[config.mk]
export PLATFORM = sky130hd
export DESIGN_NAME = byte_stuffed_frame_receiver
export DESIGN_NICKNAME = d
export VERILOG_FILES = /design/src/bsfr_pkg.sv /design/src/byte_stuffed_frame_receiver.sv /design/src/bsfr_queue.sv /design/src/bsfr_front.sv /design/src/bsfr_back.sv
export SDC_FILE = /design/constraint.sdc
export NUM_CORES = 1
export LEC_CHECK = 0
export BUFFER_PORTS_ARGS = -buffer_cell sky130_fd_sc_hd__clkbuf_2
export CELL_PAD_IN_SITES_DETAIL_PLACEMENT = 1
export CELL_PAD_IN_SITES_GLOBAL_PLACEMENT = 2
export CORE_MARGIN = 2
export CORE_UTILIZATION = 43
export DETAILED_ROUTE_END_ITERATION = 8
export PLACE_DENSITY = 0.81
export SYNTH_ARGS = -nofsm -noshare
export SYNTH_HDL_FRONTEND = slang
export SYNTH_SLANG_ARGS = --single-unit
[constraint.sdc]
create_clock -name clock -period 8.9 [get_ports clock]
set_input_delay 0.89 -clock clock [delete_from_list [all_inputs] [get_ports clock]]
set_output_delay 0.89 -clock clock [all_outputs]
set_load 0.02 [all_outputs]
[src/bsfr_pkg.sv]
// Shared types and codes for the byte-stuffed frame receiver.
// No dependencies; imported by the top, front and back modules (bsfr_queue does not import it).
`timescale 1ns / 1ps
`default_nettype none

package bsfr_pkg;

   // configuration register indexes
   typedef enum logic [1:0] {
      CSR_START_CODE  = 2'd0,
      CSR_END_CODE    = 2'd1,
      CSR_ESCAPE_CODE = 2'd2
   } csr_index_type;

   // byte classes decided by the front end
   typedef enum logic [1:0] {
      CLS_ESCAPE = 2'd0,
      CLS_START  = 2'd1,
      CLS_END    = 2'd2,
      CLS_DATA   = 2'd3
   } cls_type;

   // result kinds
   typedef enum logic [1:0] {
      KIND_PAYLOAD = 2'd0,
      KIND_ACCEPT  = 2'd1,
      KIND_REJECT  = 2'd2
   } kind_type;

   localparam logic [7:0] ESC_FLIP        = 8'h20;
   localparam logic [7:0] START_CODE_INIT = 8'd123;
   localparam logic [7:0] END_CODE_INIT   = 8'd125;
   localparam logic [7:0] ESC_CODE_INIT   = 8'd92;

   typedef struct packed {
      cls_type    cls;
      logic [7:0] data;
   } token_type;

   typedef struct packed {
      kind_type    kind;
      logic [7:0]  data;
      logic [15:0] good_frames;
   } result_type;

endpackage

`default_nettype wire

[src/byte_stuffed_frame_receiver.sv]
// Top level of the byte-stuffed frame receiver: front, middle queue, back, result queue.
// Depends on bsfr_pkg, bsfr_front, bsfr_queue and bsfr_back.
//
//   channel   ports                                            direction
//   request   push, full, req_rx_byte                          in
//   response  pop, empty, rsp_out_kind, rsp_out_byte,          out
//             rsp_good_frames
//   csr       csr_wen, csr_index, csr_wdata                    in
//
// One word per cycle sustained while pop keeps the result queue from filling; the back end sets the rate.
// A word is registered in the middle queue and its result in the result queue,
// from whose head pop takes it.
// Reset is synchronous and clears the codes to defaults and all frame state.
// A stalled pop fills the result queue, then the middle queue, then raises full.
`timescale 1ns / 1ps
`default_nettype none

module byte_stuffed_frame_receiver
   import bsfr_pkg::*;
(
   input  wire logic        clock,
   input  wire logic        reset,
   input  wire logic        csr_wen,
   input  wire logic [1:0]  csr_index,
   input  wire logic [7:0]  csr_wdata,
   input  wire logic        push,
   output logic             full,
   input  wire logic [7:0]  req_rx_byte,
   output logic             empty,
   input  wire logic        pop,
   output logic [1:0]       rsp_out_kind,
   output logic [7:0]       rsp_out_byte,
   output logic [15:0]      rsp_good_frames
);

   token_type  front_tok, back_tok;
   logic       tok_push, tok_full, tok_empty, tok_pop;
   result_type res, res_head;
   logic       res_push, res_full;

   bsfr_front u_front (
      .clock     (clock),
      .reset     (reset),
      .csr_wen   (csr_wen),
      .csr_index (csr_index),
      .csr_wdata (csr_wdata),
      .push      (push),
      .rx_byte   (req_rx_byte),
      .tok_full  (tok_full),
      .tok_push  (tok_push),
      .tok       (front_tok)
   );

   bsfr_queue #(.WIDTH($bits(token_type))) u_tok_queue (
      .clock (clock),
      .reset (reset),
      .push  (tok_push),
      .din   (front_tok),
      .full  (tok_full),
      .pop   (tok_pop),
      .dout  (back_tok),
      .empty (tok_empty)
   );

   bsfr_back u_back (
      .clock     (clock),
      .reset     (reset),
      .tok_valid (!tok_empty),
      .tok       (back_tok),
      .tok_pop   (tok_pop),
      .res_full  (res_full),
      .res_push  (res_push),
      .res       (res)
   );

   bsfr_queue #(.WIDTH($bits(result_type))) u_res_queue (
      .clock (clock),
      .reset (reset),
      .push  (res_push),
      .din   (res),
      .full  (res_full),
      .pop   (pop),
      .dout  (res_head),
      .empty (empty)
   );

   assign full            = tok_full;
   assign rsp_out_kind    = res_head.kind;
   assign rsp_out_byte    = res_head.data;
   assign rsp_good_frames = res_head.good_frames;

endmodule

`default_nettype wire

[src/bsfr_queue.sv]
// Two-entry word queue with push/full and pop/empty sides.
// Generic; used between front and back and on the result side.
`timescale 1ns / 1ps
`default_nettype none

module bsfr_queue #(
   parameter int WIDTH = 8
) (
   input  wire logic             clock,
   input  wire logic             reset,
   input  wire logic             push,
   input  wire logic [WIDTH-1:0] din,
   output logic                  full,
   input  wire logic             pop,
   output logic [WIDTH-1:0]      dout,
   output logic                  empty
);

   logic [1:0]       cnt_ff, cnt_in;
   logic [WIDTH-1:0] head_ff, head_in;
   logic [WIDTH-1:0] spare_ff, spare_in;
   logic             do_push, do_pop;

   assign full    = (cnt_ff == 2'd2);
   assign empty   = (cnt_ff == 2'd0);
   assign dout    = head_ff;
   assign do_push = push && !full;
   assign do_pop  = pop && !empty;

   always_comb begin
      cnt_in   = cnt_ff;
      head_in  = head_ff;
      spare_in = spare_ff;
      case (cnt_ff)
         2'd0: begin
            if (do_push) begin
               head_in = din;
               cnt_in  = 2'd1;
            end
         end
         2'd1: begin
            if (do_push && do_pop) begin
               head_in = din;
            end else if (do_push) begin
               spare_in = din;
               cnt_in   = 2'd2;
            end else if (do_pop) begin
               cnt_in = 2'd0;
            end
         end
         2'd2: begin
            // full: advance the spare word into the head
            if (do_pop) begin
               head_in = spare_ff;
               cnt_in  = 2'd1;
            end
         end
         default: begin
            cnt_in = 2'd0;
         end
      endcase
   end

   always_ff @(posedge clock) begin
      if (reset) begin
         cnt_ff <= 2'd0;
      end else begin
         cnt_ff <= cnt_in;
      end
      head_ff  <= head_in;
      spare_ff <= spare_in;
   end

endmodule

`default_nettype wire

[src/bsfr_front.sv]
// Front end: code registers and byte classification.
// Depends on bsfr_pkg; feeds the middle bsfr_queue.
`timescale 1ns / 1ps
`default_nettype none

module bsfr_front
   import bsfr_pkg::*;
(
   input  wire logic       clock,
   input  wire logic       reset,
   input  wire logic       csr_wen,
   input  wire logic [1:0] csr_index,
   input  wire logic [7:0] csr_wdata,
   input  wire logic       push,
   input  wire logic [7:0] rx_byte,
   input  wire logic       tok_full,
   output logic            tok_push,
   output token_type       tok
);

   logic [7:0] start_code_ff;
   logic [7:0] end_code_ff;
   logic [7:0] esc_code_ff;

   always_ff @(posedge clock) begin
      if (reset) begin
         start_code_ff <= START_CODE_INIT;
         end_code_ff   <= END_CODE_INIT;
         esc_code_ff   <= ESC_CODE_INIT;
      end else if (csr_wen) begin
         case (csr_index)
            CSR_START_CODE:  start_code_ff <= csr_wdata;
            CSR_END_CODE:    end_code_ff   <= csr_wdata;
            CSR_ESCAPE_CODE: esc_code_ff   <= csr_wdata;
            default:         ;
         endcase
      end
   end

   // escape wins over start, start over end
   always_comb begin
      tok.data = rx_byte;
      if (rx_byte == esc_code_ff) begin
         tok.cls = CLS_ESCAPE;
      end else if (rx_byte == start_code_ff) begin
         tok.cls = CLS_START;
      end else if (rx_byte == end_code_ff) begin
         tok.cls = CLS_END;
      end else begin
         tok.cls = CLS_DATA;
      end
   end

   assign tok_push = push && !tok_full;

endmodule

`default_nettype wire

[src/bsfr_back.sv]
// Back end: frame state, unescape, checksum, one-word payload delay, verdict.
// Depends on bsfr_pkg; drains the middle queue into the result queue.
`timescale 1ns / 1ps
`default_nettype none

module bsfr_back
   import bsfr_pkg::*;
(
   input  wire logic      clock,
   input  wire logic      reset,
   input  wire logic      tok_valid,
   input  wire token_type tok,
   output logic           tok_pop,
   input  wire logic      res_full,
   output logic           res_push,
   output result_type     res
);

   logic        in_frame_ff, in_frame_in;
   logic        esc_ff, esc_in;
   logic [7:0]  sum_ff, sum_in;
   logic        held_valid_ff, held_valid_in;
   logic [7:0]  held_byte_ff, held_byte_in;
   logic [15:0] count_ff, count_in;
   logic [7:0]  plain;
   logic        good;

   assign tok_pop = tok_valid && !res_full;
   assign plain   = esc_ff ? (tok.data ^ ESC_FLIP) : tok.data;
   assign good    = (sum_ff == 8'd0);

   always_comb begin
      in_frame_in   = in_frame_ff;
      esc_in        = esc_ff;
      sum_in        = sum_ff;
      held_valid_in = held_valid_ff;
      held_byte_in  = held_byte_ff;
      count_in      = count_ff;
      res_push      = 1'b0;
      res.kind      = KIND_PAYLOAD;
      res.data      = 8'd0;
      if (tok_pop) begin
         case (tok.cls)
            CLS_ESCAPE: begin
               esc_in = 1'b1;
            end
            CLS_START: begin
               // drop any open frame and restart
               in_frame_in   = 1'b1;
               esc_in        = 1'b0;
               sum_in        = 8'd0;
               held_valid_in = 1'b0;
            end
            CLS_END: begin
               if (in_frame_ff) begin
                  in_frame_in   = 1'b0;
                  held_valid_in = 1'b0;
                  res_push      = 1'b1;
                  if (good) begin
                     count_in = count_ff + 16'd1;
                     res.kind = KIND_ACCEPT;
                  end else begin
                     res.kind = KIND_REJECT;
                  end
               end
            end
            default: begin
               if (in_frame_ff) begin
                  esc_in        = 1'b0;
                  sum_in        = sum_ff + plain;
                  held_valid_in = 1'b1;
                  held_byte_in  = plain;
                  if (held_valid_ff) begin
                     res_push = 1'b1;
                     res.data = held_byte_ff;
                  end
               end
            end
         endcase
      end
      res.good_frames = count_in;
   end

   always_ff @(posedge clock) begin
      if (reset) begin
         in_frame_ff   <= 1'b0;
         esc_ff        <= 1'b0;
         sum_ff        <= 8'd0;
         held_valid_ff <= 1'b0;
         count_ff      <= 16'd0;
      end else begin
         in_frame_ff   <= in_frame_in;
         esc_ff        <= esc_in;
         sum_ff        <= sum_in;
         held_valid_ff <= held_valid_in;
         count_ff      <= count_in;
      end
      held_byte_ff <= held_byte_in;
   end

`ifndef SYNTHESIS
   a_accept_counts: assert property (@(posedge clock) disable iff (reset)
      res_push && res.kind == KIND_ACCEPT |=> count_ff == $past(count_ff) + 16'd1)
      else $error("accept verdict without count advance");

   a_payload_in_frame: assert property (@(posedge clock) disable iff (reset)
      res_push && res.kind == KIND_PAYLOAD |-> in_frame_ff && held_valid_ff)
      else $error("payload word emitted outside a frame");

   a_end_closes: assert property (@(posedge clock) disable iff (reset)
      tok_pop && tok.cls == CLS_END |=> !in_frame_ff && !held_valid_ff)
      else $error("frame still open after end code");

   a_no_push_full: assert property (@(posedge clock) disable iff (reset)
      res_full |-> !res_push)
      else $error("result pushed into a full queue");
`endif

endmodule

`default_nettype wire

==> out/qor.csv, run 1 <==
stage,metric,value,unit
run_status,outcome,"complete, no violations",
pwr,Static Leakage,0.002812,uW
grt,"Remaining Overflow, GRT",0,
floorplan,Die Span X,121.0,um
place,Port-buffer cells,50,
routing,DR iter-0 viols,204,
floorplan,# rows,42,
finish,"commonest non-fill, non-tap cell in the layout",edfxtp_1,
sta,"Slew Viols, Final",0,
finish,multi-input logic area,2196,um2
finish,Diodes inserted,0,
worst_hold_path,Hold WC Path Type,reg2reg,
floorplan,Initial Util,0.4429,
worst_setup_path,worst path arrival time,2.41,ns
clocking,worst-skew pair later-pin latency,0.42,ns
worst_hold_path,Hold Path End,u_front.end_code_ff[7],
sta,RSZ-0062 raised after global routing,false,
pwr,total chip power,1363,uW
synth,Synth Flop Type,edfxtp_1,
sta,Setup Skew,0.008120,ns
synth,syn_area_per_cell,11.78,um2
clocking,Max clock buf depth,2,
finish,"Net count, final",594,
finish,register area,3503,um2
clocking,CTS sink cnt,135,
sta,Setup-failing EPs final,0,
clocking,CTS buffer count,17,
run,Max Cap Viol,0,
clocking,Root Buffer,clkbuf_16,
worst_setup_path,worst reg2reg endpoint,u_res_queue.dout[1],
sta,Fmax,429.2,MHz
synth,Post-Syn Instances,500,
worst_setup_path,"critical path fanouts, max",26,
routing,TritonRoute pass-1 iters,4,
synth,Post-synth EDFFs,80,
synth,Mapped Area,5888,um2
grt,maximum number of pins on one net before global-route repair,49,
sta,Slew @ Worst Pin,1.056,ns
floorplan,die area,14650,um2
grt,number of antenna violations at the first check in global routing,0,
pwr,Worst VDD drop,0.1151,mV
grt,first-pass GRT wire length,20440,um
worst_setup_path,CP startpoint kind,flop,
sta,slew margin rel.,0.2959,
finish,"commonest cells after routing, fill and taps aside","80 x edfxtp_1, 55 x dfxtp_1, 51 x nor2_1",
place,RePlAce Congestion,0.8296,
worst_setup_path,flop-to-flop setup slack,6.57,ns
synth,sequential share of the synthesized area,0.5950,
grt,vias in the first global route,4162,
worst_setup_path,Crit path required time,8.98,ns
routing,vias per cell,5.162,
clocking,"Setup Fix Bufs, Post-CTS",0,
worst_setup_path,Crit Reg-Reg Startpoint,u_tok_queue.dout[8],
clocking,cts hold-fix bufs,0,
finish,layout cells sized above 1,0.1789,
worst_hold_path,Hold Path Origin,u_front.end_code_ff[7],
floorplan,I/O pin total,51,
synth,Yosys reg bits,135,
worst_hold_path,hold depth,2,
routing,DRC viols,0,
finish,Filler cells,1429,
sta,final worst-path cycle share,0.2618,
synth,asr flop ratio synth,0,
worst_setup_path,Reg2Reg Depth,8,
routing,drt wl/cell,16.26,um
sta,final hold vios,0,
clocking,CTS tree,done,
worst_setup_path,CP Class,reg2reg,
floorplan,Core ar.,13300,um2
synth,Synth Warn #,0,
synth,Synth Net Count,537,
place,dpl hpwl,8691,um
routing,Antenna Nets Post-Route,0,
routing,final wirelength,12130,um
routing,via count,3851,
synth,Netlist cell types,51,
grt,total track usage,0.1817,
clocking,clock-pin slew on the worst setup and hold paths,0.06,ns
sta,setup_tns,0,ns
sta,clock period minus worst slack,2.330,ns
floorplan,Die Y,121.0,um
clocking,CTS H-tree lvls,4,
finish,Layout area overhead,16.45,%
pwr,power per cell area,198.8,nW/um2
worst_setup_path,CP Capture Type,flop,
clocking,post-CTS sizing,0,
## area by class of cell
| class | instances | share of cell area |
|---|---|---|
| clock inverters | 5 | 0.007299 |
| well taps | 176 | 0.03212 |
| inverters | 29 | 0.01588 |
| repair buffers | 56 | 0.04307 |
| multi-input cells | 318 | 0.3203 |
| clock buffers | 27 | 0.07044 |
| flip-flops and latches | 135 | 0.5109 |
## cell usage after synthesis, types with 2 or more instances
master / number / area, um2
o21bai_1: 3 / 22.52
and3_1: 6 / 37.54
mux2i_1: 7 / 70.07
a21oi_1: 33 / 165.2
edfxtp_1: 80 / 2402
dfxtp_1: 55 / 1101
nand3b_1: 10 / 75.07
a31oi_1: 3 / 18.77
buf_4: 3 / 22.52
nand2_1: 23 / 86.33
mux2_2: 11 / 123.9
ha_1: 13 / 162.7
nor3b_1: 3 / 22.52
nor4_2: 2 / 25.02
a311oi_1: 2 / 17.52
nor2_1: 51 / 191.4
nor3_1: 14 / 70.07
a21o_1: 13 / 97.59
nor2b_1: 11 / 68.82
a211o_1: 10 / 87.58
nand3_1: 4 / 20.02
nor4_4: 2 / 42.54
a22o_1: 7 / 61.31
o21ai_0: 4 / 20.02
a211oi_1: 3 / 22.52
clkbuf_1: 11 / 41.29
nand4_1: 7 / 43.79
and4_1: 2 / 17.52
nor4_1: 5 / 31.28
inv_1: 29 / 108.9
and2_1: 10 / 62.56
xnor2_1: 27 / 236.5
xor2_1: 18 / 157.7
## power breakdown
group / switching, uW / total, uW / leakage (uW) / internal (uW)
logic: 29.7 / 51.0 / 0.00136 / 21.4
clock network: 242 / 639 / 0.000263 / 397
registers: 6.91 / 673 / 0.00119 / 666
total: 279 / 1360 / 0.00281 / 1080
## through the flow
| stage | setup slack [ns] | std cells | hold WS, ns | cell area (um2) | util |
|---|---|---|---|---|---|
| after floorplan | 5.547 | 500 | 0.4334 | 5888 | - |
| after global placement | 6.455 | 714 | 0.4597 | 6324 | 0.4756 |
| after detailed placement | 6.404 | 714 | 0.4715 | 6324 | 0.4756 |
| after CTS | 6.519 | 746 | 0.4799 | 6857 | 0.5157 |
| after global routing | 6.362 | 746 | 0.5013 | 6857 | 0.5157 |
| final | 6.570 | 746 | 0.4784 | 6857 | 0.5157 |
## kinds of logic after synthesis
| group | count (synthesis) | synth area share |
|---|---|---|
| compound gates | 82 | 0.09286 |
| xor+xnor | 45 | 0.06694 |
| fa+ha+maj | 14 | 0.03103 |
| buf+inv | 47 | 0.03357 |
| flops | 135 | 0.5950 |
| mux | 18 | 0.03294 |
| simple gates | 159 | 0.1477 |
## critical path: stages (launching register included)
cell and delay (ns):
edfxtp_1 0.45, inv_1 0.13, ha_1 0.28, mux2_2 0.23, nand4b_1 0.21, inv_1 0.15, a21oi_1 0.08, a21oi_2 0.10
buf_4 0.34
## worst max path at each step
stage / start / end / slack, ns / cells past startpoint
2_1_floorplan: u_tok_queue.dout[8] / u_res_queue.spare_ff[0] / 5.55 / 5
3_3_place_gp: reset / u_back.sum_ff[7] / 6.46 / 5
3_5_place_dp: reset / u_back.sum_ff[7] / 6.40 / 5
4_1_cts: u_tok_queue.dout[8] / u_res_queue.dout[23] / 6.52 / 8
5_1_grt: u_tok_queue.dout[8] / u_res_queue.dout[1] / 6.36 / 8
6_report: u_tok_queue.dout[8] / u_res_queue.dout[1] / 6.57 / 8
## sequential cells by signal (all words and copies together), names as in the netlist, 2 cells and up
name                   cells
u_back.count_ff           16
u_res_queue.cnt_ff         2
u_front.end_code_ff        8
u_back.held_byte_ff        8
u_res_queue.spare_ff      26
u_front.start_code_ff      8
u_res_queue.dout          26
u_back.sum_ff              8
u_tok_queue.cnt_ff         2
u_front.esc_code_ff        8
u_tok_queue.dout          10
u_tok_queue.spare_ff      10
## routing by layer
| layer | GRT usage | part of all wire | vias up |
|---|---|---|---|
| met1 | 0.2191 | 0.45 | 1872 |
| met3 | 0.04511 | 0.029 | 22 |
| met2 | 0.3072 | 0.50 | 59 |
| li1 | - | - | 1898 |
| met4 | 0.07994 | 0.019 | 0 |
| met5 | 0 | 0 | - |
(Power assumes the default switching activity.)
==> run 2: changes to the inputs <==
ABC_AREA = 1   (was not set)
CORE_UTILIZATION = 34   (was 43)
PLACE_DENSITY = 0.72   (was 0.81)
clock period = 2.04 ns   (was 8.9 ns; I/O delays follow)
==> run 2 against run 1 <==
- the flow now finishes with violations (setup timing)
- via count increased by 16%
- total power increased to 4.5 times the previous value
- synthesized cell count increased by 29%
- worst hold slack got worse by 0.46 ns
- flip-flop and latch count unchanged
- cell area increased by 8.4%
- synthesized area increased by 3.4%
- utilization decreased by 8.9 points
- clock power increased to 4.5 times the previous value
- die area increased by 30%
- final cell count increased by 29%
- largest cell class unchanged
- highest routed layer unchanged
==> out/qor.csv, run 2 <==
stage,metric,value,unit
worst_setup_path,CP startpoint kind,flop,
place,Area after DPL,6739,um2
clocking,worst-skew pair later-pin latency,0.42,ns
clocking,clock-pin slew on the worst setup and hold paths,0.06,ns
floorplan,Initial Util,0.3497,
synth,asr flop ratio synth,0,
synth,Synth Warn #,0,
worst_setup_path,Crit Reg-Reg Startpoint,u_tok_queue.dout[8],
floorplan,Die Span X,137.8,um
clocking,CTS sink cnt,135,
pwr,Static Leakage,0.003171,uW
sta,final hold vios,0,
grt,first-pass GRT wire length,23270,um
routing,Antenna Nets Post-Route,0,
worst_setup_path,max incr delay on CP,0.45,ns
synth,share of the synthesized area in the top cell type,0.3944,
place,dpl hpwl,10270,um
routing,DRC viols,0,
run_status,failing checks,setup timing,
synth,cell with the most instances after synthesis,nand2_1,
routing,vias per cell,4.657,
sta,Fmax,479.4,MHz
sta,RSZ-0062 raised after global routing,true,
floorplan,die area,19000,um2
finish,"commonest cells after routing, fill and taps aside","167 x nand2_1, 80 x edfxtp_1, 66 x inv_1",
floorplan,Core ar.,17420,um2
synth,Post-Syn Instances,645,
finish,layout cells sized above 1,0.1973,
grt,maximum number of pins on one net before global-route repair,38,
routing,via count,4471,
sta,"Slew Viols, Final",0,
worst_hold_path,Hold WC Path Type,in2reg,
routing,final wirelength,14280,um
routing,TritonRoute pass-1 iters,4,
worst_hold_path,Hold Path Origin,csr_wdata[6],
run,Max Cap Viol,0,
sta,Setup Skew,0.007931,ns
sta,Setup WS post-layout,-0.04601,ns
sta,Setup-failing EPs final,18,
sta,hold_ws,0.01967,ns
worst_setup_path,Buf/Inv on CP,4,
worst_setup_path,crit path cell chain,"inv_2, ha_4, nand2_2, inv_2, nor2_2, nor3_2, nand2_2, nor3_4, buf_12, clkbuf_16",
sta,Slew @ Worst Pin,0.4983,ns
finish,Layout area overhead,22.06,%
clocking,CTS H-tree lvls,4,
synth,Yosys reg bits,135,
finish,fin area,7435,um2
clocking,Max clock buf depth,2,
synth,sequential share of the synthesized area,0.5752,
sta,final worst-path cycle share,1.023,
clocking,CTS tree,done,
pwr,power per cell area,817.3,nW/um2
synth,Synth Flop Type,edfxtp_1,
worst_setup_path,Top delay family on crit path,simple AND/OR/NAND/NOR gates,
grt,number of antenna violations at the first check in global routing,0,
sta,clock period minus worst slack,2.086,ns
finish,"commonest non-fill, non-tap cell in the layout",nand2_1,
sta,slew margin rel.,0.6670,
floorplan,# rows,48,
grt,total track usage,0.1614,
worst_setup_path,"critical path fanouts, max",5,
worst_setup_path,worst path arrival time,2.22,ns
finish,Filler cells,2023,
place,Port-buffer cells,50,
grt,"Remaining Overflow, GRT",0,
synth,synth top area cells,"edfxtp_1 39%, dfxtp_1 18%, nand2_1 10%",
run_status,outcome,"complete, but fails checks",
place,RePlAce Congestion,0.8107,
worst_setup_path,Crit path required time,2.18,ns
synth,Netlist cell types,40,
routing,drt wl/cell,14.87,um
synth,syn_area_per_cell,9.443,um2
finish,"Net count, final",759,
grt,vias in the first global route,4632,
sta,setup_tns,-0.5200,ns
floorplan,Die Y,137.8,um
synth,Post-synth top cells,"170 x nand2_1, 80 x edfxtp_1, 69 x inv_1",
synth,leading area contributor after synthesis,edfxtp_1,
routing,DR iter-0 viols,122,
pwr,total chip power,6076,uW
worst_setup_path,critical path's slowest cell,edfxtp_1,
synth,Synth Net Count,682,
finish,Diodes inserted,0,
clocking,cts hold-fix bufs,0,
worst_setup_path,CP Class,reg2reg,
worst_setup_path,CP Launch Point,u_tok_queue.dout[8],
synth,Mapped Area,6091,um2
synth,Post-synth EDFFs,80,
pwr,Worst VDD drop,0.6459,mV
worst_setup_path,CP Capture Type,flop,
clocking,Root Buffer,clkbuf_16,
floorplan,I/O pin total,51,
clocking,CTS buffer count,17,
-- run 2: cell types whose count changed in the layout (fill, tap and decap cells not counted), sizes merged, moves of 18 or more --
cell   before  now
o21ai       4   43
nor2       52   70
nand3       4   38
inv        29   71
nand2      23  179
a21oi      33   10
-- run 2: final cells by class --
class / instances / area, um2 / share of cell area
Clock buffer: 22 / 475.5 / 0.06395
Timing Repair Buffer: 71 / 500.5 / 0.06732
Multi-Input combinational cell: 426 / 2327 / 0.3130
Tap cell: 225 / 281.5 / 0.03787
Sequential cell: 135 / 3503 / 0.4712
Clock inverter: 10 / 76.32 / 0.01027
Inverter: 71 / 270.3 / 0.03635
-- run 2: metrics by stage --
stage	setup slack, ns	utilization	cells
floorplan	-0.2271	-	645
global placement	0.08062	0.3869	922
detailed placement	-0.004829	0.3869	922
CTS	0.01110	0.4197	956
global route	-0.1412	0.4269	960
finish	-0.04601	0.4269	960
-- run 2: path summary, 6_finish.rpt --
path                                                  to  slack (ns)  depth (start not counted)
worst max-delay path            u_res_queue.spare_ff[24]       -0.05                         10
worst min-delay path              u_front.end_code_ff[6]        0.02                          3
worst max register to register  u_res_queue.spare_ff[24]       -0.05                         10
worst min register to register    u_front.esc_code_ff[6]        0.48                          2
-- run 2: repair_timing --
| item | 4_1_cts | 5_1_grt |
|---|---|---|
| gates resized for setup | 1 | 10 |
| endpoints found under the hold margin | 0 | 0 |
| endpoints found under the setup margin | 9 | 61 |
| setup buffers | 2 | 1 |
| cloned | 0 | 3 |
| pin swaps | 1 | 5 |
-- run 2: kinds of logic (layout without fill, tap and decap cells) --
logic type | Yosys count | count (layout) | share of synthesized area
buf+inv | 84 | 174 | 0.05279
simple gates | 316 | 316 | 0.2334
flops | 135 | 135 | 0.5752
xor+xnor | 33 | 33 | 0.04992
compound gates | 63 | 63 | 0.05876
fa+ha+maj | 14 | 14 | 0.02999
-- run 2: power by group --
group	internal (uW)	switching (uW)
clock	1760	1140
combinational	90.3	148
sequential	2910	28.2
total	4760	1320
-- run 2: routing by layer --
layer / GRT usage / routed length, um / vias to the layer above
met5: 0 / 0 / -
met4: 0.06633 / 258 / 0
met3: 0.03495 / 566 / 23
met2: 0.2720 / 6939 / 84
met1: 0.2001 / 6511 / 2100
li1: - / - / 2264
-- run 2: tightest hold or removal path, stage by stage --
cell,delay [ns]
clkbuf_2,0.10
nand2_1,0.05
nand3_1,0.05
